### src/hdl/bld_pkg.sv
`timescale 1ns / 1ps
package bld_pkg;

  localparam int NUM_BUTTONS = 8;
  localparam logic [7:0] ALL_BUTTONS = 8'((1 << NUM_BUTTONS) - 1);

  localparam logic [15:0] RESET_PERIOD = 16'd12500;

  // register indexes
  localparam logic [1:0] REG_ENABLE_MASK    = 2'd0;
  localparam logic [1:0] REG_LOCKOUT_MASK   = 2'd1;
  localparam logic [1:0] REG_LOCKOUT_PERIOD = 2'd2;

  localparam int CFG_DATA_W = 16;

  localparam int QDEPTH  = 4;
  localparam int QPTR_W  = $clog2(QDEPTH);
  localparam int QCNT_W  = $clog2(QDEPTH + 1);

  typedef struct packed {
    logic [7:0] pins;
    logic       tick;
  } in_item_t;

  typedef struct packed {
    logic [2:0] button_index;
    logic       pressed;
    logic       last;
  } out_item_t;

  // all events caused by one item
  typedef struct packed {
    logic [7:0] events;
    logic [7:0] pressed;
  } ev_word_t;

endpackage

### src/hdl/button_lockout_debouncer.sv
`timescale 1ns / 1ps
// Eight-button debouncer with a shared lockout timer. Each item is one pin sample plus a
// timer tick; an item is taken every clock while in_full is low, and its state update
// (timer, lockout flags, stable levels) completes in that cycle. Items that cause events
// leave one word in a four-entry event queue; the output side sends one event per clock
// while out_pop is high, lowest button first, so an item with several events holds the
// output until its last event is taken. in_full rises only when the queue fills.
// Configuration writes take effect on the next clock.
module button_lockout_debouncer (
  input  logic               clk,
  input  logic               rst_n,
  input  logic               cfg_we,
  input  logic [1:0]         cfg_index,
  input  logic [15:0]        cfg_wdata,
  input  logic               in_push,
  output logic               in_full,
  input  bld_pkg::in_item_t  in_item,
  output logic               out_empty,
  input  logic               out_pop,
  output bld_pkg::out_item_t out_item
);
  import bld_pkg::*;

  logic     q_push;
  logic     q_pop;
  logic     q_full;
  logic     q_not_empty;
  ev_word_t q_wdata;
  ev_word_t q_rdata;

  assign in_full = q_full;

  bld_front u_front (
    .clk       (clk),
    .rst_n     (rst_n),
    .cfg_we    (cfg_we),
    .cfg_index (cfg_index),
    .cfg_wdata (cfg_wdata),
    .in_push   (in_push),
    .in_item   (in_item),
    .q_full    (q_full),
    .q_push    (q_push),
    .q_word    (q_wdata)
  );

  bld_fifo u_fifo (
    .clk       (clk),
    .rst_n     (rst_n),
    .push      (q_push),
    .wdata     (q_wdata),
    .pop       (q_pop),
    .rdata     (q_rdata),
    .full      (q_full),
    .not_empty (q_not_empty)
  );

  bld_back u_back (
    .clk         (clk),
    .rst_n       (rst_n),
    .q_not_empty (q_not_empty),
    .q_word      (q_rdata),
    .q_pop       (q_pop),
    .out_empty   (out_empty),
    .out_pop     (out_pop),
    .out_item    (out_item)
  );

`ifndef SYNTHESIS
  // events of one item come out in rising button order
  a_ascending: assert property (@(posedge clk) disable iff (!rst_n)
    (!out_empty && out_pop && !out_item.last) |=>
      (!out_empty && out_item.button_index > $past(out_item.button_index)))
    else $error("events of one item out of order");

  // a full queue means the output side already holds a word
  a_full_busy: assert property (@(posedge clk) disable iff (!rst_n)
    in_full |-> !out_empty)
    else $error("queue full while output idle");

  a_index_range: assert property (@(posedge clk) disable iff (!rst_n)
    !out_empty |-> (32'(out_item.button_index) < NUM_BUTTONS))
    else $error("button index out of range");
`endif

endmodule

### src/hdl/bld_front.sv
`timescale 1ns / 1ps
module bld_front (
  input  logic              clk,
  input  logic              rst_n,
  input  logic              cfg_we,
  input  logic [1:0]        cfg_index,
  input  logic [15:0]       cfg_wdata,
  input  logic              in_push,
  input  bld_pkg::in_item_t in_item,
  input  logic              q_full,
  output logic              q_push,
  output bld_pkg::ev_word_t q_word
);
  import bld_pkg::*;

  logic [7:0]  enable_mask_r;
  logic [7:0]  lockout_mask_r;
  logic [15:0] period_r;
  logic [7:0]  stable_r, stable_nxt;
  logic [7:0]  flags_r, flags_nxt;
  logic        running_r, running_nxt;
  logic [15:0] count_r, count_nxt;

  logic        accept;
  logic        run;
  logic        expire;
  logic [16:0] count_inc;
  logic [7:0]  flags_t;
  logic        running_t;
  logic [7:0]  level;
  logic [7:0]  changed;
  logic [7:0]  ignored;
  logic [7:0]  events;
  logic [7:0]  new_locks;

  assign accept = in_push && !q_full;

  always_comb begin
    run       = in_item.tick && running_r;
    count_inc = {1'b0, count_r} + 17'd1;
    expire    = run && (count_inc >= {1'b0, period_r});
    flags_t   = expire ? '0 : flags_r;
    running_t = expire ? 1'b0 : running_r;
    if (expire) begin
      count_nxt = '0;
    end else if (run) begin
      count_nxt = count_inc[15:0];
    end else begin
      count_nxt = count_r;
    end

    level     = in_item.pins & enable_mask_r & ALL_BUTTONS;
    changed   = (stable_r ^ level) & ALL_BUTTONS;
    // locked buttons keep their stable level
    ignored   = changed & lockout_mask_r & flags_t;
    events    = changed & ~ignored;
    new_locks = events & lockout_mask_r;

    flags_nxt   = flags_t | new_locks;
    running_nxt = running_t || (|new_locks);
    stable_nxt  = (level ^ ignored) & ALL_BUTTONS;
  end

  assign q_push         = accept && (|events);
  assign q_word.events  = events;
  assign q_word.pressed = ~level;

  always_ff @(posedge clk) begin
    if (!rst_n) begin
      enable_mask_r  <= 8'hFF;
      lockout_mask_r <= 8'hFF;
      period_r       <= RESET_PERIOD;
    end else if (cfg_we) begin
      unique case (cfg_index)
        REG_ENABLE_MASK:    enable_mask_r  <= cfg_wdata[7:0];
        REG_LOCKOUT_MASK:   lockout_mask_r <= cfg_wdata[7:0];
        REG_LOCKOUT_PERIOD: period_r       <= cfg_wdata;
        default: ;
      endcase
    end
  end

  always_ff @(posedge clk) begin
    if (!rst_n) begin
      stable_r  <= ALL_BUTTONS;
      flags_r   <= '0;
      running_r <= 1'b0;
      count_r   <= '0;
    end else if (accept) begin
      stable_r  <= stable_nxt;
      flags_r   <= flags_nxt;
      running_r <= running_nxt;
      count_r   <= count_nxt;
    end
  end

endmodule

### src/hdl/bld_fifo.sv
`timescale 1ns / 1ps
module bld_fifo (
  input  logic              clk,
  input  logic              rst_n,
  input  logic              push,
  input  bld_pkg::ev_word_t wdata,
  input  logic              pop,
  output bld_pkg::ev_word_t rdata,
  output logic              full,
  output logic              not_empty
);
  import bld_pkg::*;

  ev_word_t          mem_r [QDEPTH];
  logic [QPTR_W-1:0] wr_ptr_r, rd_ptr_r;
  logic [QCNT_W-1:0] count_r;
  logic              do_push, do_pop;

  assign full      = (count_r == QCNT_W'(QDEPTH));
  assign not_empty = (count_r != '0);
  assign do_push   = push && !full;
  assign do_pop    = pop && not_empty;
  assign rdata     = mem_r[rd_ptr_r];

  always_ff @(posedge clk) begin
    if (do_push) begin
      mem_r[wr_ptr_r] <= wdata;
    end
  end

  always_ff @(posedge clk) begin
    if (!rst_n) begin
      wr_ptr_r <= '0;
      rd_ptr_r <= '0;
      count_r  <= '0;
    end else begin
      if (do_push) begin
        wr_ptr_r <= (wr_ptr_r == QPTR_W'(QDEPTH - 1)) ? '0 : wr_ptr_r + 1'b1;
      end
      if (do_pop) begin
        rd_ptr_r <= (rd_ptr_r == QPTR_W'(QDEPTH - 1)) ? '0 : rd_ptr_r + 1'b1;
      end
      if (do_push && !do_pop) begin
        count_r <= count_r + 1'b1;
      end else if (do_pop && !do_push) begin
        count_r <= count_r - 1'b1;
      end
    end
  end

endmodule

### src/hdl/bld_back.sv
`timescale 1ns / 1ps
module bld_back (
  input  logic               clk,
  input  logic               rst_n,
  input  logic               q_not_empty,
  input  bld_pkg::ev_word_t  q_word,
  output logic               q_pop,
  output logic               out_empty,
  input  logic               out_pop,
  output bld_pkg::out_item_t out_item
);
  import bld_pkg::*;

  logic [7:0] mask_r, mask_nxt;
  logic [7:0] press_r;
  logic [2:0] idx;
  logic [7:0] rest;
  logic       take;
  logic       load;

  // lowest pending event goes first
  always_comb begin
    idx = '0;
    for (int i = NUM_BUTTONS - 1; i >= 0; i--) begin
      if (mask_r[i]) begin
        idx = 3'(i);
      end
    end
  end

  assign out_empty = (mask_r == '0);
  assign rest      = mask_r & (mask_r - 8'd1);
  assign take      = out_pop && !out_empty;
  assign load      = q_not_empty && (out_empty || (take && rest == '0));
  assign q_pop     = load;

  assign out_item.button_index = idx;
  assign out_item.pressed      = press_r[idx];
  assign out_item.last         = (rest == '0);

  always_comb begin
    if (load) begin
      mask_nxt = q_word.events;
    end else if (take) begin
      mask_nxt = rest;
    end else begin
      mask_nxt = mask_r;
    end
  end

  always_ff @(posedge clk) begin
    if (!rst_n) begin
      mask_r <= '0;
    end else begin
      mask_r <= mask_nxt;
    end
  end

  always_ff @(posedge clk) begin
    if (load) begin
      press_r <= q_word.pressed;
    end
  end

endmodule
### config.mk
export PLATFORM = sky130hd
export DESIGN_NAME = button_lockout_debouncer
export DESIGN_NICKNAME = d
export VERILOG_FILES = /design/src/hdl/bld_pkg.sv /design/src/hdl/button_lockout_debouncer.sv /design/src/hdl/bld_front.sv /design/src/hdl/bld_fifo.sv /design/src/hdl/bld_back.sv
export SDC_FILE = /design/constraint.sdc
export NUM_CORES = 1
export LEC_CHECK = 0
export ABC_CLOCK_PERIOD_IN_PS = 12390
export BUFFER_PORTS_ARGS = -buffer_cell sky130_fd_sc_hd__buf_2
export CAP_MARGIN = 25
export CORE_MARGIN = 2
export CORE_UTILIZATION = 40
export CTS_BUF_LIST = sky130_fd_sc_hd__clkbuf_2 sky130_fd_sc_hd__clkbuf_4 sky130_fd_sc_hd__clkbuf_8
export DETAILED_ROUTE_END_ITERATION = 8
export PLACE_DENSITY_LB_ADDON = 0.25
export SLEW_MARGIN = 20
export SYNTH_ARGS = -nofsm -noshare
export SYNTH_HDL_FRONTEND = slang
export SYNTH_SLANG_ARGS = --single-unit
### constraint.sdc
create_clock -name clk -period 12.39 [get_ports clk]
set_clock_uncertainty 0.1 [all_clocks]
set_input_delay 1.239 -clock clk [delete_from_list [all_inputs] [get_ports clk]]
set_output_delay 1.239 -clock clk [all_outputs]
set_load 0.005 [all_outputs]
* Word-level counts from Yosys, hierarchy flattened *
Memory sizes are Yosys's and may differ from the RTL's. A register that Yosys moved wholly into a read port is not among the register bits.
Index checks and enable logic that the tools add are counted.

cells by class
  add/subtract/negate cells = 6
  $mul = 0
  div/mod/pow operators = 0
  order comparisons = 2
  equality and inequality tests = 5
  shifts and indexed selects = 0
  multiplexer cells = 24
  bitwise operators = 11
  reduce and logical (&&, ||, !) cells = 30

operators with widths
  cell                     number
  $and A8 B8 Y8            6
  $mux W16                 2
  $mux W3                  10
  $mux W8                  3
  $add A16 B1 Y17 const B  1
  $ge A17 B16 Y1           1
  $logic_not A8 Y1         2
  $not A8 Y8               2
  $reduce_or A8 Y1         2
  $xor A8 B8 Y8            2
  $logic_and A1 B1 Y1      11
  $mux W2                  4
  $or A8 B8 Y8             1
  $reduce_and A2 Y1        4
  $sub A8 B1 Y8 const B    1
  $eq A2 B2 Y1 const B     3
  $reduce_bool A2 Y1       3
  $add A2 B1 Y2 const B    2
  $logic_not A1 Y1         4
  $lt A3 B4 Y1 const B     1
  $mux W1                  4
  $add A3 B1 Y3 const B    1
  $bmux W1 S3              1
  $eq A3 B3 Y1 const B     1
  other kinds (5)          6

storage, ports and cells
  bits in registers = 88
  latch bits = 0
  RAM bits = 64
  ROM bits = 0
  bits of input ports = 32
  output and inout bits = 7
  logic and storage cells = 91
  memories kept = 1

memory list
  memory        depth  bits a word  read ports  clocked after memory_dff  wr ports  RTL line        source
  u_fifo.mem_r  4      16           1           1                         1         bld_fifo.sv:14  ev_word_t mem_r [QDEPTH];

* Depth between registers and ports, before layout *
Gate-level depths: netlist of run 1.

  depth in word-level cells = 14
  mapped depth = 22
  depth with buffers taken out = 20

* By module *
Synthesis of run 1 repeated with hierarchy kept, for this count alone.

unflattened totals
  cell total of the unflattened synthesis = 697
  area total of the unflattened synthesis = 7437.1 um2

by module, submodules not included
  module     times used  cells each  area each (um2)  seq. area each (um2)
  bld_front  1           456         3646.0           1301.2
  bld_fifo   1           135         2827.7           2102.0
  bld_back   1           106         963.4            400.4

* Worst setup path before layout of run 1 *
No wires, ideal clock.

  path type = register to register
  start point = reg u_front.count_r[0]
  end point = reg u_fifo.count_r[2]
  setup time = 70 ps
  data arrival time = 4248 ps
  data required time = 12220 ps
  setup slack = 7971 ps
  stages on the path, launching flop included = 21
  path buffers = 1
  clock period less this slack = 4419 ps
  path through = dfxtp_1 -> ha_1 -> and3_1 -> nand3_1 -> nor2_1 -> nand3_1 -> xnor2_1 -> ha_1 -> nand4_1 -> or2_2 -> o2111a_1 -> buf_6 -> a31oi_1 -> nor2_1 -> a21oi_2 -> ha_1 -> inv_1 -> fa_1 -> xor2_1 -> or3_1 -> a21oi_1

RTL lines
  item                      RTL line         source
  start: declaration        bld_front.sv:22  logic [15:0] count_r, count_nxt;
  start signal: assignment  bld_front.sv:93  count_r <= count_nxt;
  end signal: assignment    bld_fifo.sv:44   count_r <= count_r + 1'b1;
  end signal: assignment    bld_fifo.sv:46   count_r <= count_r - 1'b1;
  end: declaration          bld_fifo.sv:16   logic [QCNT_W-1:0] count_r;

==> reports/metrics.csv, run 1 <==
metric,value,unit
status,"complete, no violations",
endpoint_kind,register,
rows,48,
ioPinCount,39,
antenna_found_initial,0,
largest_net_degree_at_the_start_of_global_routing,42,
diodes,0,
final.min_clock_period,5150,ps
holdBufCountCts,0,
leakagePower,3.01,nW
wire_length_of_the_first_global_routing_pass,24900,um
synthesis.area,7110,sq um
syn_area_per_cell,10.6,sq um
p_sw,0.471,mW
critical_path_type,register to register,
critical_path.startpoint_type,register,
power_frac_seq,46.6,%
post-route-worst-setup-slack,7240,ps
synth.top_cell.area_share,30.4,%
place.port_buffers,38,
ys_warn_count,0,
cell_count_after_synthesis,669,
p_clk_share,27.0,%
grt_pass1_vias,4942,
main_combinational_cell_family_by_area_after_synthesis,simple AND/OR/NAND/NOR gates,
final_min_period_over_clock_period,41.6,%
synthXorXnorAreaFrac,3.57,%
final_core_util,45.5,%
place_inst,906,
yosysMostFrequentCell,sky130_fd_sc_hd__nand2_1,
start_util,41.0,%
yosys-top-cells-area,"sky130_fd_sc_hd__edfxtp_1, sky130_fd_sc_hd__dfxtp_1, sky130_fd_sc_hd__nand2_1",
synth_seq_cells,154,
cts_inserted_buffers,17,
power_density,189,nW/um^2
layout.nets,756,
fmaxAchievable,0.194,GHz
required,12660,ps
finalHoldViolCount,0,
drt-wirelength-per-cell,16.2,um
final-max-slew-violation-count,0,
grt_remaining_overflow,0,
yosys-top-cells-count,"sky130_fd_sc_hd__nand2_1, sky130_fd_sc_hd__dfxtp_1, sky130_fd_sc_hd__edfxtp_1",
mappedNetlistNets,725,
globalRouteTotalUtil,17.3,%
detailed_place_hpwl,10800,um
synth_top_area_cell,sky130_fd_sc_hd__edfxtp_1,
setup_tns,0,ps
asyncSetResetFlopFracSynth,0,%
cts_root_buf,sky130_fd_sc_hd__clkbuf_8,
cp.arrival,5420,ps
critical_path_peak_fanout,18,
compound_cell_area_share_of_the_yosys_netlist,11.8,%
p_sw_share,31.5,%
max-clock-path-buffers,2,
floorplan.die_area,18900,sq um
synth_edf_count,72,
hp-start,u_front.period_r[9]$_SDFFE_PN0P_,
detailedRoute.firstPassIterationCount,5,
cts_tree,yes,
dp_slack,7200,ps
cts.sink_count,154,
power,1.49,mW
ys_seq_area_share,53.5,%
tightest_pin_transition,850,ps
die_h,137,um
cap_violations,0,
die_width,137,um
grt_setup_unrepaired,false,
gpl.final_weighted_congestion,0.850,
postRouteAntennaNets,0,
post_synth_and_or_nand_nor_area_fraction,16.7,%
hold_slack,364,ps
yosysUniqueCellTypes,60,
postRouteWirelength,15200,um
cts.repair.resized,0,
placeableCoreArea,17400,sq um
drc_violation_total_after_the_first_tritonroute_iteration,310,
cell_internal_pwr,1.02,mW
post_synth_top_flop,sky130_fd_sc_hd__dfxtp_1,
via_count,5053,
drive_gt1_share,14.9,%
ctsHtreeMaxLevel,4,
irDropWorstVdd,0.118,mV
timing.max_slew.rel_slack,43.4,%
worst_r2r_startpoint,u_front.count_r[0]$_SDFFE_PN0P_,
viasPerCell,5.39,
postCtsSetupRepairBufs,0,
cts.reportedPaths.clkPinSlew,80,ps
setup.worst_path.start,u_front.count_r[0]$_SDFFE_PN0P_,
setup_violations,0,
synthMuxAreaShare,6.92,%
synthToLayoutAreaGrowth,10.9,%
comb_pwr_share,26.4,%
remaining_drc_errors,0,
placement.cell_area,7460,sq um
worst_hold_path_type,register to register,
synth_adder_area_share,4.33,%
post-route-cell-area,7890,sq um
clk_latency,450,ps
layout.cells.non_filler,938,
## critical path, stage by stage (launching register included)
cell	delay [ps]
sky130_fd_sc_hd__dfxtp_1	390
sky130_fd_sc_hd__ha_1	250
sky130_fd_sc_hd__and3_1	210
sky130_fd_sc_hd__nand3_1	200
sky130_fd_sc_hd__nor2_1	250
sky130_fd_sc_hd__nand3_1	130
sky130_fd_sc_hd__xnor2_1	160
sky130_fd_sc_hd__ha_1	320
sky130_fd_sc_hd__nand4_1	110
sky130_fd_sc_hd__or2_2	290
sky130_fd_sc_hd__o2111a_1	520
sky130_fd_sc_hd__a31oi_1	570
sky130_fd_sc_hd__nor2_1	100
sky130_fd_sc_hd__a21oi_2	210
sky130_fd_sc_hd__ha_1	210
sky130_fd_sc_hd__inv_1	60
sky130_fd_sc_hd__fa_1	370
sky130_fd_sc_hd__xor2_1	180
sky130_fd_sc_hd__or3_1	310
sky130_fd_sc_hd__a21oi_1	150
## final timing paths
path	to	cells after the start	slack, ps
worst max-delay path	u_fifo.count_r[2]$_SDFFE_PN0P_	19	7240
worst min-delay path	u_front.period_r[9]$_SDFFE_PN0P_	2	360
worst max register to register	u_fifo.count_r[2]$_SDFFE_PN0P_	19	7240
worst min register to register	u_front.period_r[9]$_SDFFE_PN0P_	2	360
## power groups by stage
stage / Combinational [mW] / Clock, mW / Sequential (mW)
floorplan: 0.307 / 0 / 0.685
finish: 0.394 / 0.403 / 0.697
global route: 0.444 / 0.434 / 0.707
global placement: 0.387 / 0 / 0.705
CTS: 0.401 / 0.412 / 0.698
detailed placement: 0.399 / 0 / 0.710
## layout make-up
| cell class | instances | area (sq um) |
|---|---|---|
| well taps | 225 | 282 |
| clock inverters | 12 | 168 |
| multi-input cells | 461 | 3080 |
| inverters | 27 | 101 |
| repair buffers | 39 | 198 |
| flip-flops and latches | 154 | 3800 |
| fillers | 1642 | 9470 |
| clock buffers | 20 | 256 |
## logic make-up after synthesis
| kind of cell | Yosys count |
|---|---|
| muxes | 29 |
| AOI/OAI and AO/OA | 121 |
| xor gates and xnor gates | 29 |
| buffers and inverters | 54 |
| and+or+nand+nor | 258 |
| adders and majority gates | 24 |
| DFF | 154 |
## layer usage
layer	share of wire, %	global-route usage, %
met5	0	0
met4	1.9	7.22
met3	4.5	4.08
met2	51	29.7
met1	43	20.8
## sequential cells by signal (all words and copies together), names as in the netlist, named ones only
name / flops
u_fifo.rd_ptr_r: 2
u_fifo.wr_ptr_r: 2
u_front.flags_r: 8
u_back.press_r: 8
u_front.lockout_mask_r: 8
u_front.period_r: 16
u_fifo.mem_r: 64
u_back.mask_r: 8
u_front.running_r: 1
u_fifo.count_r: 3
u_front.count_r: 16
u_front.enable_mask_r: 8
u_front.stable_r: 8
## placed cells by master (no fill, tap or decap), types with 3 or more instances in the layout
cell type	netlist	final
sky130_fd_sc_hd__xor2_1	18	18
sky130_fd_sc_hd__a22oi_1	5	5
sky130_fd_sc_hd__xnor2_1	11	11
sky130_fd_sc_hd__clkinv_4	0	5
sky130_fd_sc_hd__mux4_2	16	16
sky130_fd_sc_hd__dfxtp_1	82	82
sky130_fd_sc_hd__edfxtp_1	72	72
sky130_fd_sc_hd__mux2i_1	12	12
sky130_fd_sc_hd__and3_1	8	8
sky130_fd_sc_hd__ha_1	23	23
sky130_fd_sc_hd__a32o_1	5	5
sky130_fd_sc_hd__nand2_1	116	116
sky130_fd_sc_hd__nor4_1	5	5
sky130_fd_sc_hd__a21oi_1	44	44
sky130_fd_sc_hd__buf_2	4	38
sky130_fd_sc_hd__nand2b_1	6	6
sky130_fd_sc_hd__nor2_1	40	40
sky130_fd_sc_hd__a31oi_1	5	5
sky130_fd_sc_hd__inv_1	26	26
sky130_fd_sc_hd__o211ai_1	15	15
sky130_fd_sc_hd__clkbuf_4	0	3
sky130_fd_sc_hd__clkbuf_8	0	17
sky130_fd_sc_hd__nand3b_1	4	4
sky130_fd_sc_hd__and2_1	9	9
sky130_fd_sc_hd__bufinv_16	0	3
sky130_fd_sc_hd__inv_6	0	3
sky130_fd_sc_hd__nor3_1	8	8
sky130_fd_sc_hd__o21ai_0	16	16
sky130_fd_sc_hd__nand3_1	38	38
sky130_fd_sc_hd__nor2b_1	8	8
sky130_fd_sc_hd__a31o_2	7	7
sky130_fd_sc_hd__a21o_1	3	3
sky130_fd_sc_hd__nand4_1	6	6
Note: power is estimated with default switching activity, not from simulation.
==> inputs of run 2 (changes only) <==
- ABC_CLOCK_PERIOD_IN_PS: 12390 -> 4200
- clock period: 12.39 -> 4.2 ns (I/O delays scaled with it)
==> reports/metrics.csv, run 2 (same netlist as run 1, synthesis figures left out) <==
metric,value,unit,change
status,"finished, violations left",,
failing_checks,setup timing,,
rows,48,,unchanged
largest_registers,"u_fifo.mem_r (64), u_front.count_r (16), u_front.period_r (16)",,
setup_violations,1,,+1
critical-path-top-delay-family,simple AND/OR/NAND/NOR gates,,
fmaxAchievable,0.237,GHz,+22%
ctsHtreeMaxLevel,4,,unchanged
max-clock-path-buffers,2,,unchanged
drt-wirelength-per-cell,16.4,um,+0.83%
most-common-layout-cells,"sky130_fd_sc_hd__nand2_1, sky130_fd_sc_hd__dfxtp_1, sky130_fd_sc_hd__edfxtp_1, sky130_fd_sc_hd__buf_4, sky130_fd_sc_hd__a21oi_1",,
postRouteWirelength,16100,um,+5.5%
cts_inserted_buffers,17,,unchanged
detailedRoute.firstPassIterationCount,4,,-1
final_core_util,48.0,%,+2.6 points
hold_path_depth,3,,+1
power_density,517,nW/um^2,+170%
crit_path_max_incr_delay,380,ps,-190 ps
cts.sink_count,154,,unchanged
largest_net_degree_at_the_start_of_global_routing,42,,unchanged
floorplan.die_area,18900,sq um,unchanged
remaining_drc_errors,0,,unchanged
holdBufCountCts,0,,unchanged
largest_register_ffs,64,,unchanged
timing.max_slew.rel_slack,43.3,%,about the same
globalRouteTotalUtil,18.3,%,+1.0 points
diodes,0,,unchanged
leakagePower,3.25,nW,+8.0%
place.port_buffers,38,,unchanged
fillers,1610,,-1.9%
cap_violations,0,,unchanged
critical-path-top-cell-by-count,sky130_fd_sc_hd__a21oi_2,,
setup_tns,-16.1,ps,-16.1 ps
final-max-slew-violation-count,0,,unchanged
grt_pass1_vias,5292,,+7.1%
placeableCoreArea,17400,sq um,unchanged
power,4.31,mW,+190%
final_min_period_over_clock_period,100,%,+59 points
critical_path.startpoint_type,register,,
place_inst,939,,+3.6%
post-route-worst-setup-slack,-16.1,ps,-7260 ps
irDropWorstVdd,0.260,mV,+120%
grt_setup_unrepaired,true,,
max_flop_register,u_fifo.mem_r,,
endpoint_kind,register,,
cts_root_buf,sky130_fd_sc_hd__clkbuf_8,,
antenna_found_initial,0,,unchanged
viasPerCell,5.32,,-1.2%
synthToLayoutAreaGrowth,17.2,%,
ioPinCount,39,,unchanged
critical_path_peak_fanout,5,,-13
cts.reportedPaths.clkPinSlew,90,ps,about the same
final_common_cell,sky130_fd_sc_hd__nand2_1,,
final.min_clock_period,4220,ps,-934 ps
critical_path_type,register to register,,
grt_remaining_overflow,0,,unchanged
wire_length_of_the_first_global_routing_pass,26400,um,+6.2%
gpl.final_weighted_congestion,0.843,,-0.81%
die_h,137,um,unchanged
worst_path_max_delay_cell,sky130_fd_sc_hd__dfxtp_4,,
via_count,5223,,+3.4%
timing.critical_path.depth,19,,unchanged
die_width,137,um,unchanged
layout.cells.non_filler,981,,+4.6%
start_util,41.0,%,unchanged
cp.arrival,4500,ps,-920 ps
required,4480,ps,-8180 ps
worst_hold_path_type,input port to register,,
postRouteAntennaNets,0,,unchanged
reg2regPathDepth,19,,unchanged
finalHoldViolCount,0,,unchanged
layout.nets,799,,+5.7%
critical_path_buf_inv_count,1,,unchanged
tightest_pin_transition,850,ps,+0.400 ps
drive_gt1_share,23.4,%,+8.5 points
drc_violation_total_after_the_first_tritonroute_iteration,291,,-6.1%
clk_latency,450,ps,about the same
timing.critical_path.cells,"ha_4, and3_4, nand3_4, nor2_4, nand3_2, xnor2_2, ha_1, nand4_1, or2_4, o2111a_2, o211ai_4, a211oi_4, a21oi_2, ha_2, inv_2, fa_2, xor2_1, or3_1, a21oi_2",,
detailed_place_hpwl,11300,um,+4.0%
cts_tree,yes,,
## run 2: cell count changes in the layout (fill, tap and decap cells not counted), sizes merged
cell,previous run,this run
inv,30,34
clkinv,5,3
buf,39,81
bufinv,3,0
o2111a,1,2
clkbuf,20,19
clkinvlp,1,3
## run 2: metrics by stage
step | setup WS [ps] | hold WS [ps] | instance area [sq um]
4_1_cts | -43.9 | 70.6 | 8230
3_3_place_gp | -112 | 344 | 7780
2_1_floorplan | 6.78 | 331 | 7160
3_5_place_dp | -231 | 349 | 7780
6_report | -16.1 | 96.2 | 8330
5_1_grt | -193 | 96.1 | 8330
## run 2: final timing paths
kind,endpoint,startpoint,slack (ps)
hold reg to reg,u_front.period_r[15]$_SDFFE_PN0P_,u_front.period_r[15]$_SDFFE_PN0P_,360
setup reg to reg,u_fifo.count_r[2]$_SDFFE_PN0P_,u_front.count_r[0]$_SDFFE_PN0P_,-20
setup / recovery,u_fifo.count_r[2]$_SDFFE_PN0P_,u_front.count_r[0]$_SDFFE_PN0P_,-20
hold / removal,u_front.period_r[13]$_SDFFE_PN1P_,cfg_wdata[13],100
## run 2: final cells by class
class,count,area (sq um),share of cell area (%)
clock buffers,19,249,2.99
repair buffers,81,513,6.16
clock inverters,13,106,1.28
flip-flops and latches,154,3810,45.8
inverters,27,101,1.22
multi-input cells,462,3270,39.2
well taps,225,282,3.38
## run 2: where the power goes
group | switching (mW) | internal (mW)
clock network | 0.582 | 0.435
logic | 0.675 | 0.557
registers | 0.167 | 1.89
## run 2: worst min-delay path, cell delays in order
cell	delay, ps
sky130_fd_sc_hd__buf_2	70
sky130_fd_sc_hd__nand2_1	40
sky130_fd_sc_hd__o211ai_1	70
## run 2: layer usage
metal  vias to the layer above  share of wire [%]  track usage, %  routed length (um)
met4                         0                2.5            7.79                 402
li1                       2565                  -               -                   -
met5                         -                  0               0                   0
met1                      2514                 44            22.4                7090
met2                       114                 50            31.6                7950
met3                        30                3.8            3.35                 612
## run 2: repair_timing
item | in CTS | in global routing
resized for setup | 16 | 13
setup endpoints to repair | 1 | 2
buffers inserted | 4 | 6
pin swaps | 16 | 12
cloned | 1 | 0
==> inputs of run 3 (changes only) <==
- RECOVER_POWER: not set -> 100
==> reports/metrics.csv, run 3 (same netlist as run 1, synthesis figures left out) <==
metric,value,unit,change
rows,48,,unchanged
dp_slack,-231,ps,unchanged
layout.nets,799,,unchanged
clk_latency,450,ps,about the same
placement.cell_area,7780,sq um,unchanged
ioPinCount,39,,unchanged
detailedRoute.firstPassIterationCount,4,,unchanged
critical_path_peak_fanout,5,,unchanged
max_flop_register,u_fifo.mem_r,,
critical_path.startpoint_type,register,,
gpl.final_weighted_congestion,0.843,,unchanged
worst_path_max_delay_cell,sky130_fd_sc_hd__dfxtp_4,,
ctsHtreeMaxLevel,4,,unchanged
grt_remaining_overflow,0,,unchanged
critical-path-top-cell-by-count,sky130_fd_sc_hd__a21oi_2,,
fmaxAchievable,0.237,GHz,about the same
most-common-layout-cells,"sky130_fd_sc_hd__nand2_1, sky130_fd_sc_hd__dfxtp_1, sky130_fd_sc_hd__edfxtp_1, sky130_fd_sc_hd__buf_4, sky130_fd_sc_hd__a21oi_1",,
start_util,41.0,%,unchanged
grt_setup_unrepaired,true,,
power,4.31,mW,about the same
final-max-slew-violation-count,0,,unchanged
cp.arrival,4500,ps,about the same
remaining_drc_errors,0,,unchanged
critical_path_type,register to register,,
cts_inserted_buffers,17,,unchanged
synthToLayoutAreaGrowth,17.1,%,about the same
via_count,5212,,-0.21%
diodes,0,,unchanged
crit_path_max_incr_delay,380,ps,about the same
worst_hold_path_type,input port to register,,
cap_violations,0,,unchanged
finalHoldViolCount,0,,unchanged
viasPerCell,5.31,,-0.21%
status,"finished, violations left",,
globalRouteTotalUtil,18.3,%,unchanged
die_width,137,um,unchanged
critical-path-top-delay-family,simple AND/OR/NAND/NOR gates,,
grt_pass1_vias,5292,,unchanged
postRouteWirelength,16100,um,about the same
cts_root_buf,sky130_fd_sc_hd__clkbuf_8,,
irDropWorstVdd,0.260,mV,about the same
endpoint_kind,register,,
tightest_pin_transition,849,ps,-0.674 ps
cts.reportedPaths.clkPinSlew,90,ps,about the same
final.min_clock_period,4220,ps,+0.0333 ps
drive_gt1_share,23.0,%,-0.40 points
timing.max_slew.rel_slack,43.4,%,+0.045 points
detailed_place_hpwl,11300,um,unchanged
floorplan.die_area,18900,sq um,unchanged
critical_path_buf_inv_count,1,,unchanged
layout.cells.non_filler,981,,unchanged
largest_registers,"u_fifo.mem_r (64), u_front.count_r (16), u_front.period_r (16)",,
power_density,517,nW/um^2,about the same
failing_checks,setup timing,,
postRouteAntennaNets,0,,unchanged
place.port_buffers,38,,unchanged
post-route-cell-area,8330,sq um,about the same
largest_register_ffs,64,,unchanged
place_inst,939,,unchanged
fillers,1607,,-0.19%
wire_length_of_the_first_global_routing_pass,26400,um,unchanged
max-clock-path-buffers,2,,unchanged
timing.critical_path.cells,"ha_4, and3_4, nand3_4, nor2_4, nand3_2, xnor2_2, ha_1, nand4_1, or2_4, o2111a_2, o211ai_4, a211oi_4, a21oi_2, ha_2, inv_2, fa_2, xor2_1, or3_1, a21oi_2",,
antenna_found_initial,0,,unchanged
cts_tree,yes,,
die_h,137,um,unchanged
leakagePower,3.24,nW,-0.32%
largest_net_degree_at_the_start_of_global_routing,42,,unchanged
placeableCoreArea,17400,sq um,unchanged
drt-wirelength-per-cell,16.4,um,about the same
hold_slack,96.3,ps,+0.0983 ps
post-route-worst-setup-slack,-16.1,ps,-0.0333 ps
setup_violations,1,,unchanged
required,4480,ps,about the same
final_min_period_over_clock_period,100,%,about the same
drc_violation_total_after_the_first_tritonroute_iteration,292,,+0.34%
cts.sink_count,154,,unchanged
final_common_cell,sky130_fd_sc_hd__nand2_1,,
[run 3: cell count changes in the layout (fill, tap and decap cells not counted), sizes merged]
| cell | previous run | this run |
|---|---|---|
| buf | 81 | 76 |
| clkbuf | 19 | 24 |
[run 3: worst min-delay path: stages]
cell and delay (ps):
sky130_fd_sc_hd__buf_2 70, sky130_fd_sc_hd__nand2_1 40, sky130_fd_sc_hd__o211ai_1 70
[run 3: power breakdown]
| group | switching, mW | internal [mW] |
|---|---|---|
| logic | 0.677 | 0.552 |
| clock network | 0.582 | 0.435 |
| registers | 0.168 | 1.89 |
| total | 1.43 | 2.88 |
[run 3: worst paths after layout]
kind,start,end,slack [ps],depth (start not counted)
max reg2reg,u_front.count_r[0]$_SDFFE_PN0P_,u_fifo.count_r[2]$_SDFFE_PN0P_,-20,19
min reg2reg,u_front.period_r[15]$_SDFFE_PN0P_,u_front.period_r[15]$_SDFFE_PN0P_,360,2
min,cfg_wdata[13],u_front.period_r[13]$_SDFFE_PN1P_,100,3
max,u_front.count_r[0]$_SDFFE_PN0P_,u_fifo.count_r[2]$_SDFFE_PN0P_,-20,19
[run 3: layout make-up]
class | instances | area, sq um | share of cell area, %
Clock buffer | 19 | 249 | 2.99
Clock inverter | 13 | 106 | 1.28
Inverter | 27 | 101 | 1.22
Multi-Input combinational cell | 462 | 3270 | 39.2
Sequential cell | 154 | 3810 | 45.8
Tap cell | 225 | 282 | 3.38
Timing Repair Buffer | 81 | 509 | 6.11
[run 3: metrics by stage]
step	utilization, %	TNS [ps]
3_3_place_gp	44.8	-112
3_5_place_dp	44.8	-231
5_1_grt	48.0	-285
2_1_floorplan	-	0
4_1_cts	47.4	-84.3
6_report	48.0	-16.1
[run 3: per-layer routing]
layer,routed length (um),part of all wire (%),up-vias,track usage [%]
li1,-,-,2564,-
met1,7110,44,2510,22.4
met3,606,3.8,30,3.35
met4,402,2.5,0,7.79
met2,7950,49,108,31.6
met5,0,0,-,0
[run 3: what timing repair did]
item | 4_1_cts | 5_1_grt
hold buffers | 0 | 0
buffers inserted | 4 | 6
gates cloned | 1 | 0
resized for setup | 16 | 13
setup endpoints to repair | 1 | 2
pin swaps | 16 | 12
